--- src/rtl/hhls_pkg.sv ---
// Shared types and constants for the HTTP header line splitter.
// No dependencies; used by every module under rtl/.
package hhls_pkg;

  localparam logic [7:0] CH_CR    = 8'h0D;
  localparam logic [7:0] CH_LF    = 8'h0A;
  localparam logic [7:0] CH_COLON = 8'h3A;
  localparam logic [7:0] CH_SPACE = 8'h20;
  localparam logic [7:0] CH_NUL   = 8'h00;

  localparam int unsigned FifoDepth = 4;
  localparam int unsigned FifoAw    = $clog2(FifoDepth);

  typedef enum logic [1:0] {
    PH_NAME  = 2'd0,
    PH_SKIP  = 2'd1,
    PH_VALUE = 2'd2
  } phase_e;

  typedef enum logic [2:0] {
    KIND_NAME    = 3'd0,
    KIND_VALUE   = 3'd1,
    KIND_LINE    = 3'd2,
    KIND_BLOCK   = 3'd3,
    KIND_DISCARD = 3'd4
  } kind_e;

  // one result
  typedef struct packed {
    kind_e      kind;
    logic [7:0] data;
  } res_t;

  // all results of one input item (cnt is 1 or 2 when queued)
  typedef struct packed {
    logic [1:0] cnt;
    res_t       res1;
    res_t       res0;
  } job_t;

  // outcome of one content byte in the current part
  typedef struct packed {
    phase_e ph;
    logic   emit;
    kind_e  kind;
  } content_t;

  typedef struct packed {
    logic full;
    logic empty;
  } fifo_stat_t;

  function automatic content_t content_step(phase_e ph, logic [7:0] b);
    content_t r;
    r.ph   = ph;
    r.emit = 1'b0;
    r.kind = KIND_VALUE;
    unique case (ph)
      PH_NAME: begin
        if (b == CH_COLON) begin
          r.ph = PH_SKIP;
        end else begin
          r.emit = 1'b1;
          r.kind = KIND_NAME;
        end
      end
      PH_SKIP: begin
        if (b != CH_SPACE) begin
          r.ph   = PH_VALUE;
          r.emit = 1'b1;
        end
      end
      default: begin
        r.emit = 1'b1;
      end
    endcase
    return r;
  endfunction

endpackage

--- src/rtl/hhls_front.sv ---
// Front part: accepts bytes, tracks line state, packs each byte's results into a job.
// Depends on hhls_pkg.
module hhls_front (
  input  logic                clk_i,
  input  logic                rst_ni,
  input  logic                in_valid_i,
  output logic                in_ready_o,
  input  logic [7:0]          data_byte_i,
  input  logic                start_flag_i,
  input  hhls_pkg::fifo_stat_t stat_i,
  output logic                push_o,
  output hhls_pkg::job_t      job_o
);

  hhls_pkg::phase_e ph_q, ph_d;
  logic crp_q, crp_d, als_q, als_d, bd_q, bd_d;

  hhls_pkg::res_t [3:0] ev;
  logic [3:0]           ev_v;
  logic                 accept;

  assign in_ready_o = !stat_i.full;
  assign accept     = in_valid_i && in_ready_o;

  always_comb begin
    logic                unf;
    hhls_pkg::content_t  c;
    logic [1:0]          cnt;
    unf   = (!als_q || crp_q) && !bd_q;
    ph_d  = ph_q;
    crp_d = crp_q;
    als_d = als_q;
    bd_d  = bd_q;
    ev_v  = '0;
    for (int i = 0; i < 4; i++) begin
      ev[i] = '{kind: hhls_pkg::KIND_DISCARD, data: 8'h00};
    end
    c = '0;

    // new buffer: drop an unfinished line, then back to reset state
    if (start_flag_i) begin
      ev_v[0] = unf;
      ph_d    = hhls_pkg::PH_NAME;
      crp_d   = 1'b0;
      als_d   = 1'b1;
      bd_d    = 1'b0;
      unf     = 1'b0;
    end

    if (!bd_d) begin
      if (data_byte_i == hhls_pkg::CH_NUL) begin
        ev_v[1] = unf;
        ph_d    = hhls_pkg::PH_NAME;
        crp_d   = 1'b0;
        als_d   = 1'b1;
        bd_d    = 1'b1;
      end else if (crp_d && data_byte_i == hhls_pkg::CH_LF) begin
        ev_v[1]    = 1'b1;
        ev[1].kind = als_d ? hhls_pkg::KIND_BLOCK : hhls_pkg::KIND_LINE;
        bd_d       = als_d;
        ph_d       = hhls_pkg::PH_NAME;
        crp_d      = 1'b0;
        als_d      = 1'b1;
      end else begin
        // a held CR that is not part of CRLF is plain content
        if (crp_d) begin
          crp_d   = 1'b0;
          als_d   = 1'b0;
          c       = hhls_pkg::content_step(ph_d, hhls_pkg::CH_CR);
          ph_d    = c.ph;
          ev_v[2] = c.emit;
          ev[2]   = '{kind: c.kind, data: hhls_pkg::CH_CR};
        end
        if (data_byte_i == hhls_pkg::CH_CR) begin
          crp_d = 1'b1;
        end else begin
          als_d   = 1'b0;
          c       = hhls_pkg::content_step(ph_d, data_byte_i);
          ph_d    = c.ph;
          ev_v[3] = c.emit;
          ev[3]   = '{kind: c.kind, data: data_byte_i};
        end
      end
    end

    // compact events into at most two slots, in order
    job_o = '0;
    cnt   = 2'd0;
    for (int i = 0; i < 4; i++) begin
      if (ev_v[i]) begin
        if (cnt == 2'd0) begin
          job_o.res0 = ev[i];
        end else begin
          job_o.res1 = ev[i];
        end
        cnt = cnt + 2'd1;
      end
    end
    job_o.cnt = cnt;
  end

  assign push_o = accept && (job_o.cnt != 2'd0);

  always_ff @(posedge clk_i or negedge rst_ni) begin
    if (!rst_ni) begin
      ph_q  <= hhls_pkg::PH_NAME;
      crp_q <= 1'b0;
      als_q <= 1'b1;
      bd_q  <= 1'b0;
    end else if (accept) begin
      ph_q  <= ph_d;
      crp_q <= crp_d;
      als_q <= als_d;
      bd_q  <= bd_d;
    end
  end

endmodule

--- src/rtl/hhls_fifo.sv ---
// Short job queue between front and back parts.
// Depends on hhls_pkg.
module hhls_fifo (
  input  logic                 clk_i,
  input  logic                 rst_ni,
  input  logic                 push_i,
  input  hhls_pkg::job_t       job_i,
  input  logic                 pop_i,
  output hhls_pkg::job_t       head_o,
  output hhls_pkg::fifo_stat_t stat_o
);

  hhls_pkg::job_t mem_q [hhls_pkg::FifoDepth];
  logic [hhls_pkg::FifoAw:0] wr_q, rd_q;
  logic [hhls_pkg::FifoAw:0] used;

  assign used         = wr_q - rd_q;
  assign stat_o.full  = (used == (hhls_pkg::FifoAw + 1)'(hhls_pkg::FifoDepth));
  assign stat_o.empty = (used == '0);
  assign head_o       = mem_q[rd_q[hhls_pkg::FifoAw-1:0]];

  always_ff @(posedge clk_i) begin
    if (push_i) begin
      mem_q[wr_q[hhls_pkg::FifoAw-1:0]] <= job_i;
    end
  end

  always_ff @(posedge clk_i or negedge rst_ni) begin
    if (!rst_ni) begin
      wr_q <= '0;
      rd_q <= '0;
    end else begin
      if (push_i) wr_q <= wr_q + 1'b1;
      if (pop_i)  rd_q <= rd_q + 1'b1;
    end
  end

endmodule

--- src/rtl/hhls_back.sv ---
// Back part: unpacks queued jobs into single results held in an output register.
// Depends on hhls_pkg.
module hhls_back (
  input  logic                 clk_i,
  input  logic                 rst_ni,
  input  hhls_pkg::job_t       head_i,
  input  hhls_pkg::fifo_stat_t stat_i,
  output logic                 pop_o,
  output logic                 out_valid_o,
  input  logic                 out_ready_i,
  output logic [2:0]           kind_o,
  output logic [7:0]           out_byte_o,
  output logic                 last_of_run_o
);

  logic           vld_q, vld_d;
  logic           sel_q, sel_d;
  hhls_pkg::res_t res_q, res_d;
  logic           last_q, last_d;
  logic           load;

  assign load = !vld_q || out_ready_i;

  always_comb begin
    vld_d  = vld_q;
    sel_d  = sel_q;
    res_d  = res_q;
    last_d = last_q;
    pop_o  = 1'b0;
    if (load) begin
      vld_d = !stat_i.empty;
      if (!stat_i.empty) begin
        res_d  = sel_q ? head_i.res1 : head_i.res0;
        last_d = sel_q || (head_i.cnt == 2'd1);
        pop_o  = last_d;
        sel_d  = !last_d;
      end
    end
  end

  always_ff @(posedge clk_i or negedge rst_ni) begin
    if (!rst_ni) begin
      vld_q <= 1'b0;
      sel_q <= 1'b0;
    end else begin
      vld_q <= vld_d;
      sel_q <= sel_d;
    end
  end

  always_ff @(posedge clk_i) begin
    res_q  <= res_d;
    last_q <= last_d;
  end

  assign out_valid_o   = vld_q;
  assign kind_o        = res_q.kind;
  assign out_byte_o    = res_q.data;
  assign last_of_run_o = last_q;

endmodule

--- src/rtl/http_header_line_splitter.sv ---
// HTTP header line splitter: one header byte in, name/value/marker items out.
// Each taken byte's results pass through the job queue, then the output register.
// Throughput: one byte per cycle while out_ready_i is high and each byte gives at
//   most one result; a byte giving two results holds the single output register
//   for both in turn, and the 4-job queue absorbs that before in_ready_o drops.
// Reset (rst_ni, async, active low): line state to name part, queue and output empty.
module http_header_line_splitter (
  input  logic       clk_i,
  input  logic       rst_ni,
  input  logic       in_valid_i,
  output logic       in_ready_o,
  input  logic [7:0] data_byte_i,
  input  logic       start_flag_i,
  output logic       out_valid_o,
  input  logic       out_ready_i,
  output logic [2:0] kind_o,
  output logic [7:0] out_byte_o,
  output logic       last_of_run_o
);

  // Front classifies each byte and packs up to two results into a job.
  // Bytes that cause nothing (colon, skipped spaces, held CR, ignored tail)
  // update state but never occupy the queue.
  hhls_pkg::job_t       push_job;
  hhls_pkg::job_t       head_job;
  hhls_pkg::fifo_stat_t stat;
  logic                 push;
  logic                 pop;

  hhls_front u_front (
    .clk_i        (clk_i),
    .rst_ni       (rst_ni),
    .in_valid_i   (in_valid_i),
    .in_ready_o   (in_ready_o),
    .data_byte_i  (data_byte_i),
    .start_flag_i (start_flag_i),
    .stat_i       (stat),
    .push_o       (push),
    .job_o        (push_job)
  );

  // Queue decouples the byte side from the result side.
  hhls_fifo u_fifo (
    .clk_i  (clk_i),
    .rst_ni (rst_ni),
    .push_i (push),
    .job_i  (push_job),
    .pop_i  (pop),
    .head_o (head_job),
    .stat_o (stat)
  );

  // Back emits one result per cycle unless stalled; last_of_run marks job end.
  hhls_back u_back (
    .clk_i         (clk_i),
    .rst_ni        (rst_ni),
    .head_i        (head_job),
    .stat_i        (stat),
    .pop_o         (pop),
    .out_valid_o   (out_valid_o),
    .out_ready_i   (out_ready_i),
    .kind_o        (kind_o),
    .out_byte_o    (out_byte_o),
    .last_of_run_o (last_of_run_o)
  );

endmodule

--- config.mk ---
export PLATFORM = sky130hd
export DESIGN_NAME = http_header_line_splitter
export DESIGN_NICKNAME = d
export VERILOG_FILES = /design/src/rtl/hhls_pkg.sv /design/src/rtl/hhls_front.sv /design/src/rtl/hhls_fifo.sv /design/src/rtl/hhls_back.sv /design/src/rtl/http_header_line_splitter.sv
export SDC_FILE = /design/constraint.sdc
export NUM_CORES = 1
export LEC_CHECK = 0
export BUFFER_PORTS_ARGS = -buffer_cell sky130_fd_sc_hd__buf_2
export CORE_AREA = 10 10 110 112
export DETAILED_ROUTE_END_ITERATION = 7
export DIE_AREA = 0 0 120 122
export HOLD_SLACK_MARGIN = 0.06
export PLACE_DENSITY = 0.72
export SLEW_MARGIN = 20
export SYNTH_ARGS = -nofsm -noshare
export SYNTH_HDL_FRONTEND = slang
export SYNTH_SLANG_ARGS = --single-unit
--- constraint.sdc ---
create_clock -name clk_i -period 4.07 [get_ports clk_i]
set_input_delay 0.814 -clock clk_i [delete_from_list [all_inputs] [get_ports clk_i]]
set_output_delay 0.814 -clock clk_i [all_outputs]
set_load 0.01 [all_outputs]
==> results of run 1 <==
[power by group through the flow]
| stage | combinational, mW | clock (mW) | sequential [mW] |
|---|---|---|---|
| CTS | 1.26 | 1.42 | 1.84 |
| detailed placement | 1.24 | 0 | 1.86 |
| floorplan | 0.865 | 0 | 1.85 |
| global route | 1.36 | 1.48 | 1.85 |
| finish | 1.23 | 1.39 | 1.83 |
| global placement | 1.23 | 0 | 1.84 |
[path summary, 6_finish.rpt]
path | to | slack (ps) | depth (start not counted)
max in group asynchronous | u_front.als_q$_DFFE_PN1P_ | 3580 | 1
max reg2reg | u_fifo.mem_q[0][10]$_DFFE_PP_ | 1020 | 10
max | u_fifo.mem_q[0][10]$_DFFE_PP_ | 710 | 12
min reg2reg | u_fifo.wr_q[2]$_DFFE_PN0P_ | 490 | 1
min in group clk_i | u_fifo.wr_q[2]$_DFFE_PN0P_ | 490 | 1
min | u_fifo.rd_q[0]$_DFFE_PN0P_ | 190 | 1
[layer usage]
layer,global-route usage (%),up-vias
met5,0,-
met4,5.128,0
met3,5.735,4
met2,23.38,77
met1,17.45,1436
li1,-,1336
[worst max-delay path, stage by stage]
cell      delay [ps]
buf_2            140
nor4_4           400
buf_4            200
nand3_1          100
o31ai_1          100
nand2b_1         100
ha_1             340
xnor2_2          170
ha_1             220
nor3b_1          140
buf_4            190
nor4_1           650
[flip-flops by register name (all words and copies together) (netlist names)]
| register | cells |
|---|---|
| u_fifo.rd_q | 3 |
| u_front.bd_q | 1 |
| u_back.out_byte_o | 8 |
| u_front.crp_q | 1 |
| u_fifo.mem_q | 96 |
| u_back.out_valid_o | 1 |
| u_front.als_q | 1 |
| u_front.ph_q | 2 |
| u_back.kind_o | 3 |
| u_back.sel_q | 1 |
| u_fifo.wr_q | 3 |
| u_back.last_of_run_o | 1 |
[stage by stage]
| step | std cells | util, % | hold WS [ps] | area (um^2) |
|---|---|---|---|---|
| finish | 520 | 63.00 | 188.1 | 6329 |
| global route | 520 | 63.00 | 172.9 | 6329 |
| CTS | 520 | 63.00 | 174.5 | 6329 |
| detailed placement | 488 | 57.47 | 480.6 | 5773 |
| global placement | 488 | 57.47 | 477.3 | 5773 |
| floorplan | 326 | - | 461.7 | 5393 |
[cell usage in the layout (no fill, tap or decap), types with 6 or more instances in the layout]
cell	Yosys	routed
edfxtp_1	108	108
buf_2	3	26
mux4_2	22	22
nor2_1	16	16
clkbuf_16	0	16
mux2_2	15	15
nand2_1	14	14
dfrtp_1	12	12
inv_1	11	11
ha_1	10	10
and2_1	9	9
o21ai_0	9	9
buf_4	1	8
conb_1	1	8
nand2b_1	7	7
clkbuf_1	7	7
xnor2_1	6	6
and2_2	6	6
[kinds of logic after synthesis]
logic type	share of synthesized area, %
mux	13.90
buf+inv	1.889
fa+ha+maj	2.332
compound gates	5.106
flops	66.52
xor+xnor	1.609
simple gates	8.580
other cells	0.06988
[layout make-up]
| class | count | area share (%) |
|---|---|---|
| Clock buffer | 27 | 7.612 |
| Clock inverter | 5 | 1.166 |
| Inverter | 11 | 0.6524 |
| Multi-Input combinational cell | 182 | 27.20 |
| Sequential cell | 121 | 56.41 |
| Tap cell | 136 | 2.689 |
| Timing Repair Buffer | 38 | 4.270 |
==> results.sh, run 1 <==
export IMPL_fin_crit_ps=3362
export IMPL_clock_sinks=121
export IMPL_startpoint_type="input pin"
export IMPL_dp_slack_ps=222.1
export IMPL_drt_initial_drc_count=194
export IMPL_synth_edff_count=108
export IMPL_start_util_pct=53.42
export IMPL_routedWlPerCell_um=18.66
export IMPL_p_sw_share_pct=27.58
export IMPL_power_leakage_nw=2.297
export IMPL_cts_tree="done"
export IMPL_htreeDepth=4
export IMPL_syn_area_mm2=0.005366
export IMPL_met1_length_mm=4.160
export IMPL_design_core_area_mm2=0.01005
export IMPL_rsz0062_at_grt="no"
export IMPL_final_nets=394
export IMPL_syn_area_per_cell_um2=16.82
export IMPL_finalHoldViolCount=0
export IMPL_drc=0
export IMPL_internal_power_mw=3.220
export IMPL_die_x_um=120
export IMPL_clock_tree_buffer_depth=2
export IMPL_end_kind="register"
export IMPL_drive_gt1_share_pct=31.77
export IMPL_synthTopCellsByCount="edfxtp_1, mux4_2, nor2_1"
export IMPL_startpoint="data_byte_i[4]"
export IMPL_viasPerCell=5.487
export IMPL_antenna_cells=0
export IMPL_setup_viol=0
export IMPL_worstMarginPinSlew_ps=763.2
export IMPL_cts_root_buf="clkbuf_8"
export IMPL_syn2layout_area_growth_pct=17.93
export IMPL_holdBufCountCts=0
export IMPL_row_count=37
export IMPL_pwr_share_comb_pct=27.6
export IMPL_io_pins=27
export IMPL_overflow=0
export IMPL_insertion_delay_ps=520
export IMPL_fin_ws_ps=707.6
export IMPL_synth_area_leaders="edfxtp_1, mux4_2, dfrtp_1, mux2_2, ha_1"
export IMPL_slew_headroom_pct=48.65
export IMPL_grt_max_degree=29
export IMPL_track_usage_pct=14.50
export IMPL_yosysSeqAreaShare_pct=66.52
export IMPL_status="finished clean"
export IMPL_setup_tns_ps=0
export IMPL_post_cts_repair_setup_buffers=0
export IMPL_synth_top_area_share_pct=60.43
export IMPL_ys_types=59
export IMPL_ys_flop_type="edfxtp_1"
export IMPL_slew_viol_final=0
export IMPL_finalWirelength_mm=9.703
export IMPL_dr_wl_met2_mm=4.978
export IMPL_fp_dieH_um=122
export IMPL_max_freq_mhz=297.4
export IMPL_clockPowerShare_pct=31.3
export IMPL_fillers=727
export IMPL_seqCellArea_mm2=0.003570
export IMPL_finClkSkew_ps=13.37
export IMPL_max_cap_violations=0
export IMPL_drt_first_pass_iters=4
export IMPL_syn_inst=319
export IMPL_vias=2853
export IMPL_crit_type="input pin to register"
export IMPL_worstReg2RegStart="u_front.crp_q$_DFFE_PN0P_"
export IMPL_fin_crit_sh_pct=82.61
export IMPL_antenna_left=0
export IMPL_cp_arrival_ps=3580
export IMPL_cts_buffers=17
export IMPL_ys_ff_latch=121
export IMPL_total_power_mw=4.446
export IMPL_wl_met3_um=508
export IMPL_routabilityCongestion=0.8735
export IMPL_cts_resized_gates=0
export IMPL_hold_path_class="input pin to asynchronous set/reset pin"
export IMPL_yosysWarnings=0
export IMPL_yosysTopAreaCell="edfxtp_1"
export IMPL_grt_pass1_wl_mm=15.87
export IMPL_clk_pin_slew_ps=60
export IMPL_yosysMostFrequentCell="edfxtp_1"
export IMPL_multiInputGateArea_mm2=0.001722
export IMPL_cp_max_fo=12
export IMPL_powerDensity_mw_per_mm2=702.5
export IMPL_p_seq_share_pct=41.2
export IMPL_vdd_drop_max_mv=0.4551
export IMPL_grt_antenna_before_repair=0
export IMPL_grt_pass1_vias=2974
export IMPL_place_detailed_hpwl_mm=6.290
export IMPL_synthArstFlopShare_pct=10.74
export IMPL_die_area_mm2=0.01464
export IMPL_highest_layer="met4"
export IMPL_worstPathRequired_ps=4280
export IMPL_io_buffers=26
export IMPL_power_switching_mw=1.226
(Power assumes the default switching activity.)
==> inputs of run 2 (changes only) <==
--- a/config.mk
+++ b/config.mk
@@ -5,12 +5,13 @@
 export SDC_FILE = /design/constraint.sdc
 export NUM_CORES = 1
 export LEC_CHECK = 0
+export ABC_AREA = 1
 export BUFFER_PORTS_ARGS = -buffer_cell sky130_fd_sc_hd__buf_2
-export CORE_AREA = 10 10 110 112
+export CORE_AREA = 10 10 111 113
 export DETAILED_ROUTE_END_ITERATION = 7
-export DIE_AREA = 0 0 120 122
+export DIE_AREA = 0 0 121 123
 export HOLD_SLACK_MARGIN = 0.06
-export PLACE_DENSITY = 0.72
+export PLACE_DENSITY = 0.71
 export SLEW_MARGIN = 20
 export SYNTH_ARGS = -nofsm -noshare
 export SYNTH_HDL_FRONTEND = slang
==> constraint.sdc (replaced) <==
create_clock -name clk_i -period 3.4 [get_ports clk_i]
set_input_delay 0.68 -clock clk_i [delete_from_list [all_inputs] [get_ports clk_i]]
set_output_delay 0.68 -clock clk_i [all_outputs]
set_load 0.01 [all_outputs]
==> run 2 against run 1 <==
Net effect: non-clock buffer count is 6 higher; hold slack better by 260 ps; critical path type unchanged; largest power group unchanged; clock skew is 6.4 ps lower.
==> results.sh, run 2 <==
export IMPL_clock_tree_buffer_depth=2
export IMPL_synth_top_area_share_pct=60.14
export IMPL_grt_max_degree=49
export IMPL_ys_ff_latch=121
export IMPL_finalWirelength_mm=11.44
export IMPL_finalHoldViolCount=0
export IMPL_row_count=37
export IMPL_cp_arrival_ps=3040
export IMPL_post_cts_repair_setup_buffers=0
export IMPL_viasPerCell=5.385
export IMPL_worst_path_dominant_cell_family="simple AND/OR/NAND/NOR gates"
export IMPL_end_kind="register"
export IMPL_fin_crit_ps=2827
export IMPL_fp_dieH_um=123
export IMPL_worstPathCellList="buf_2, nor2_2, nand2_4, nor2_8, inv_2, nor3_1, nor2_1, ha_1, inv_1, nand2_1, nand2_1, ha_1, inv_1, nand2_1, nand2_2, nand2_4, nand2_4, nor2_4, buf_12"
export IMPL_whs_endpoint="u_back.out_valid_o$_DFFE_PN0P_"
export IMPL_track_usage_pct=16.09
export IMPL_final_nets=567
export IMPL_io_buffers=26
export IMPL_drt_initial_drc_count=290
export IMPL_die_x_um=121
export IMPL_path_buf_inv=5
export IMPL_cp_slowest_cell="ha_1"
export IMPL_cp_slowest_stage_delay_ps=320
export IMPL_cts_root_buf="clkbuf_8"
export IMPL_clk_pin_slew_ps=50
export IMPL_p_sw_share_pct=34.64
export IMPL_p_seq_share_pct=37.9
export IMPL_start_util_pct=53.19
export IMPL_slew_viol_final=0
export IMPL_syn_inst=491
export IMPL_drc=0
export IMPL_r2r_slack_ps=590
export IMPL_place_detailed_hpwl_mm=7.523
export IMPL_synthTopCellsByCount="nor2_1, edfxtp_1, o21ai_0"
export IMPL_clock_sinks=121
export IMPL_crit_type="input pin to register"
export IMPL_worstMarginPinSlew_ps=779.8
export IMPL_cts_buffers=17
export IMPL_drive_gt1_share_pct=17.59
export IMPL_largest_reg_flops=96
export IMPL_cp_max_fo=24
export IMPL_yosysWarnings=0
export IMPL_synth_edff_count=108
export IMPL_routedWlPerCell_um=16.51
export IMPL_max_cap_violations=0
export IMPL_routabilityCongestion=0.8849
export IMPL_final_common_cell="edfxtp_1"
export IMPL_yosysSeqAreaShare_pct=66.19
export IMPL_rr_worst_depth=17
export IMPL_slew_headroom_pct=47.96
export IMPL_power_leakage_nw=2.540
export IMPL_antenna_cells=0
export IMPL_antenna_left=0
export IMPL_yosysMostFrequentCell="nor2_1"
export IMPL_vdd_drop_max_mv=0.5088
export IMPL_grt_pass1_wl_mm=18.42
export IMPL_holdPathStages=4
export IMPL_status="finished clean"
export IMPL_internal_power_mw=4.064
export IMPL_htreeDepth=4
export IMPL_startpoint_type="input pin"
export IMPL_synth_area_leaders="edfxtp_1, nor2_1, o21ai_0, dfrtp_1, nand2_1"
export IMPL_powerDensity_mw_per_mm2=964.4
export IMPL_vias=3732
export IMPL_hold_path_class="input pin to register"
export IMPL_pwr_share_comb_pct=34.0
export IMPL_mostFrequentLayoutCells="edfxtp_1, nor2_1, o21ai_0, nand2_1, inv_1"
export IMPL_cts_tree="done"
export IMPL_fillers=760
export IMPL_die_area_mm2=0.01488
export IMPL_io_pins=27
export IMPL_grt_antenna_before_repair=0
export IMPL_yosysTopAreaCell="edfxtp_1"
export IMPL_overflow=0
export IMPL_r2r_end="u_fifo.mem_q[3][11]$_DFFE_PP_"
export IMPL_power_switching_mw=2.154
export IMPL_ys_flop_type="edfxtp_1"
export IMPL_syn_area_mm2=0.005393
export IMPL_clockPowerShare_pct=28.1
export IMPL_worstReg2RegStart="u_front.crp_q$_DFFE_PN0P_"
export IMPL_whs_ps=444.2
export IMPL_drt_first_pass_iters=4
export IMPL_setup_viol=0
export IMPL_max_freq_mhz=353.7
export IMPL_insertion_delay_ps=520
export IMPL_ys_types=33
export IMPL_fin_crit_sh_pct=83.16
export IMPL_worstPathRequired_ps=3620
export IMPL_hold_path_startpoint="out_ready_i"
export IMPL_total_power_mw=6.218
export IMPL_finClkSkew_ps=7.005
export IMPL_design_core_area_mm2=0.01014
export IMPL_syn2layout_area_growth_pct=19.56
export IMPL_syn_area_per_cell_um2=10.98
export IMPL_synthArstFlopShare_pct=10.74
export IMPL_setup_tns_ps=0
export IMPL_grt_pass1_vias=3764
export IMPL_rsz0062_at_grt="no"
## run 2: cell types whose count changed after synthesis, sizes merged, moves of 7 or more
cell,before,now
a31oi,1,14
and2,15,0
mux2,16,0
nor2,17,119
nand3,3,15
inv,11,41
o21ai,12,63
o22ai,0,11
mux4,22,0
nand2,14,60
nand2b,7,0
## run 2: power groups by stage
stage	Clock, mW	Sequential (mW)	Combinational [mW]
floorplan	0	2.40	1.39
global placement	0	2.37	2.05
detailed placement	0	2.38	2.11
CTS	1.78	2.36	2.13
global route	1.84	2.39	2.39
finish	1.75	2.36	2.11
## run 2: how the worst max path moves through the flow
stage	to	slack (ps)	depth (start not counted)	start
after floorplan	u_fifo.mem_q[0][0]$_DFFE_PP_	70	17	data_byte_i[4]
after global placement	u_fifo.mem_q[0][21]$_DFFE_PP_	120	19	data_byte_i[4]
after detailed placement	u_fifo.mem_q[0][21]$_DFFE_PP_	60	19	data_byte_i[4]
after CTS	u_fifo.mem_q[3][0]$_DFFE_PP_	580	17	u_front.crp_q$_DFFE_PN0P_
after global routing	u_fifo.mem_q[0][21]$_DFFE_PP_	320	17	u_front.crp_q$_DFFE_PN0P_
final	u_fifo.mem_q[3][11]$_DFFE_PP_	570	19	data_byte_i[4]
## run 2: final cells by class
class,instances,area (um^2),share of cell area (%)
clock buffers,19,421.7,6.540
clock inverters,13,157.7,2.445
inverters,41,153.9,2.387
multi-input cells,319,1657,25.69
flip-flops and latches,121,3570,55.37
well taps,136,170.2,2.639
repair buffers,44,317.8,4.929
## run 2: worst register-to-register path, delay by kind of cell (launching register included)
kind / cells / cell delay [ps]
AOI/OAI and AO/OA: 1 / 160
adders and majority gates: 2 / 600
buffers and inverters: 5 / 480
DFF: 1 / 320
and+or+nand+nor: 9 / 930
## run 2: cell families (layout without fill, tap and decap cells)
| group | count (synthesis) | in the layout | share of synthesized area (%) |
|---|---|---|---|
| buffers and inverters | 58 | 117 | 4.223 |
| adder cells (fa/ha/maj) | 10 | 10 | 2.320 |
| other | 1 | 8 | 0.06954 |
| flip-flops | 121 | 121 | 66.20 |
| XOR/XNOR | 5 | 5 | 0.8122 |
| AO/OA/AOI/OAI | 95 | 95 | 9.605 |
| AND/OR/NAND/NOR | 201 | 201 | 16.77 |
## run 2: per-layer routing
| metal | track usage, % | vias up | wire, um | part of all wire, % |
|---|---|---|---|---|
| met5 | 0 | - | 0 | 0 |
| met4 | 8.899 | 0 | 196 | 1.7 |
| met3 | 4.695 | 18 | 639 | 5.6 |
| met2 | 26.16 | 117 | 5726 | 50 |
| met1 | 18.92 | 1801 | 4877 | 43 |
| li1 | - | 1796 | - | - |
## run 2: per-stage QoR
step / setup slack, ps / area (um^2) / utilization (%) / cells
CTS: 582.6 / 6447 / 63.59 / 693
detailed placement: 55.23 / 5858 / 57.78 / 660
global placement: 120.0 / 5858 / 57.78 / 660
floorplan: 74.28 / 5454 / - / 498
finish: 572.7 / 6447 / 63.59 / 693
global route: 324.9 / 6447 / 63.59 / 693
## run 2: repair_timing
item,in CTS,in global routing
hold buffers,1,0
hold endpoints to repair,12,0
resized for setup,0,0
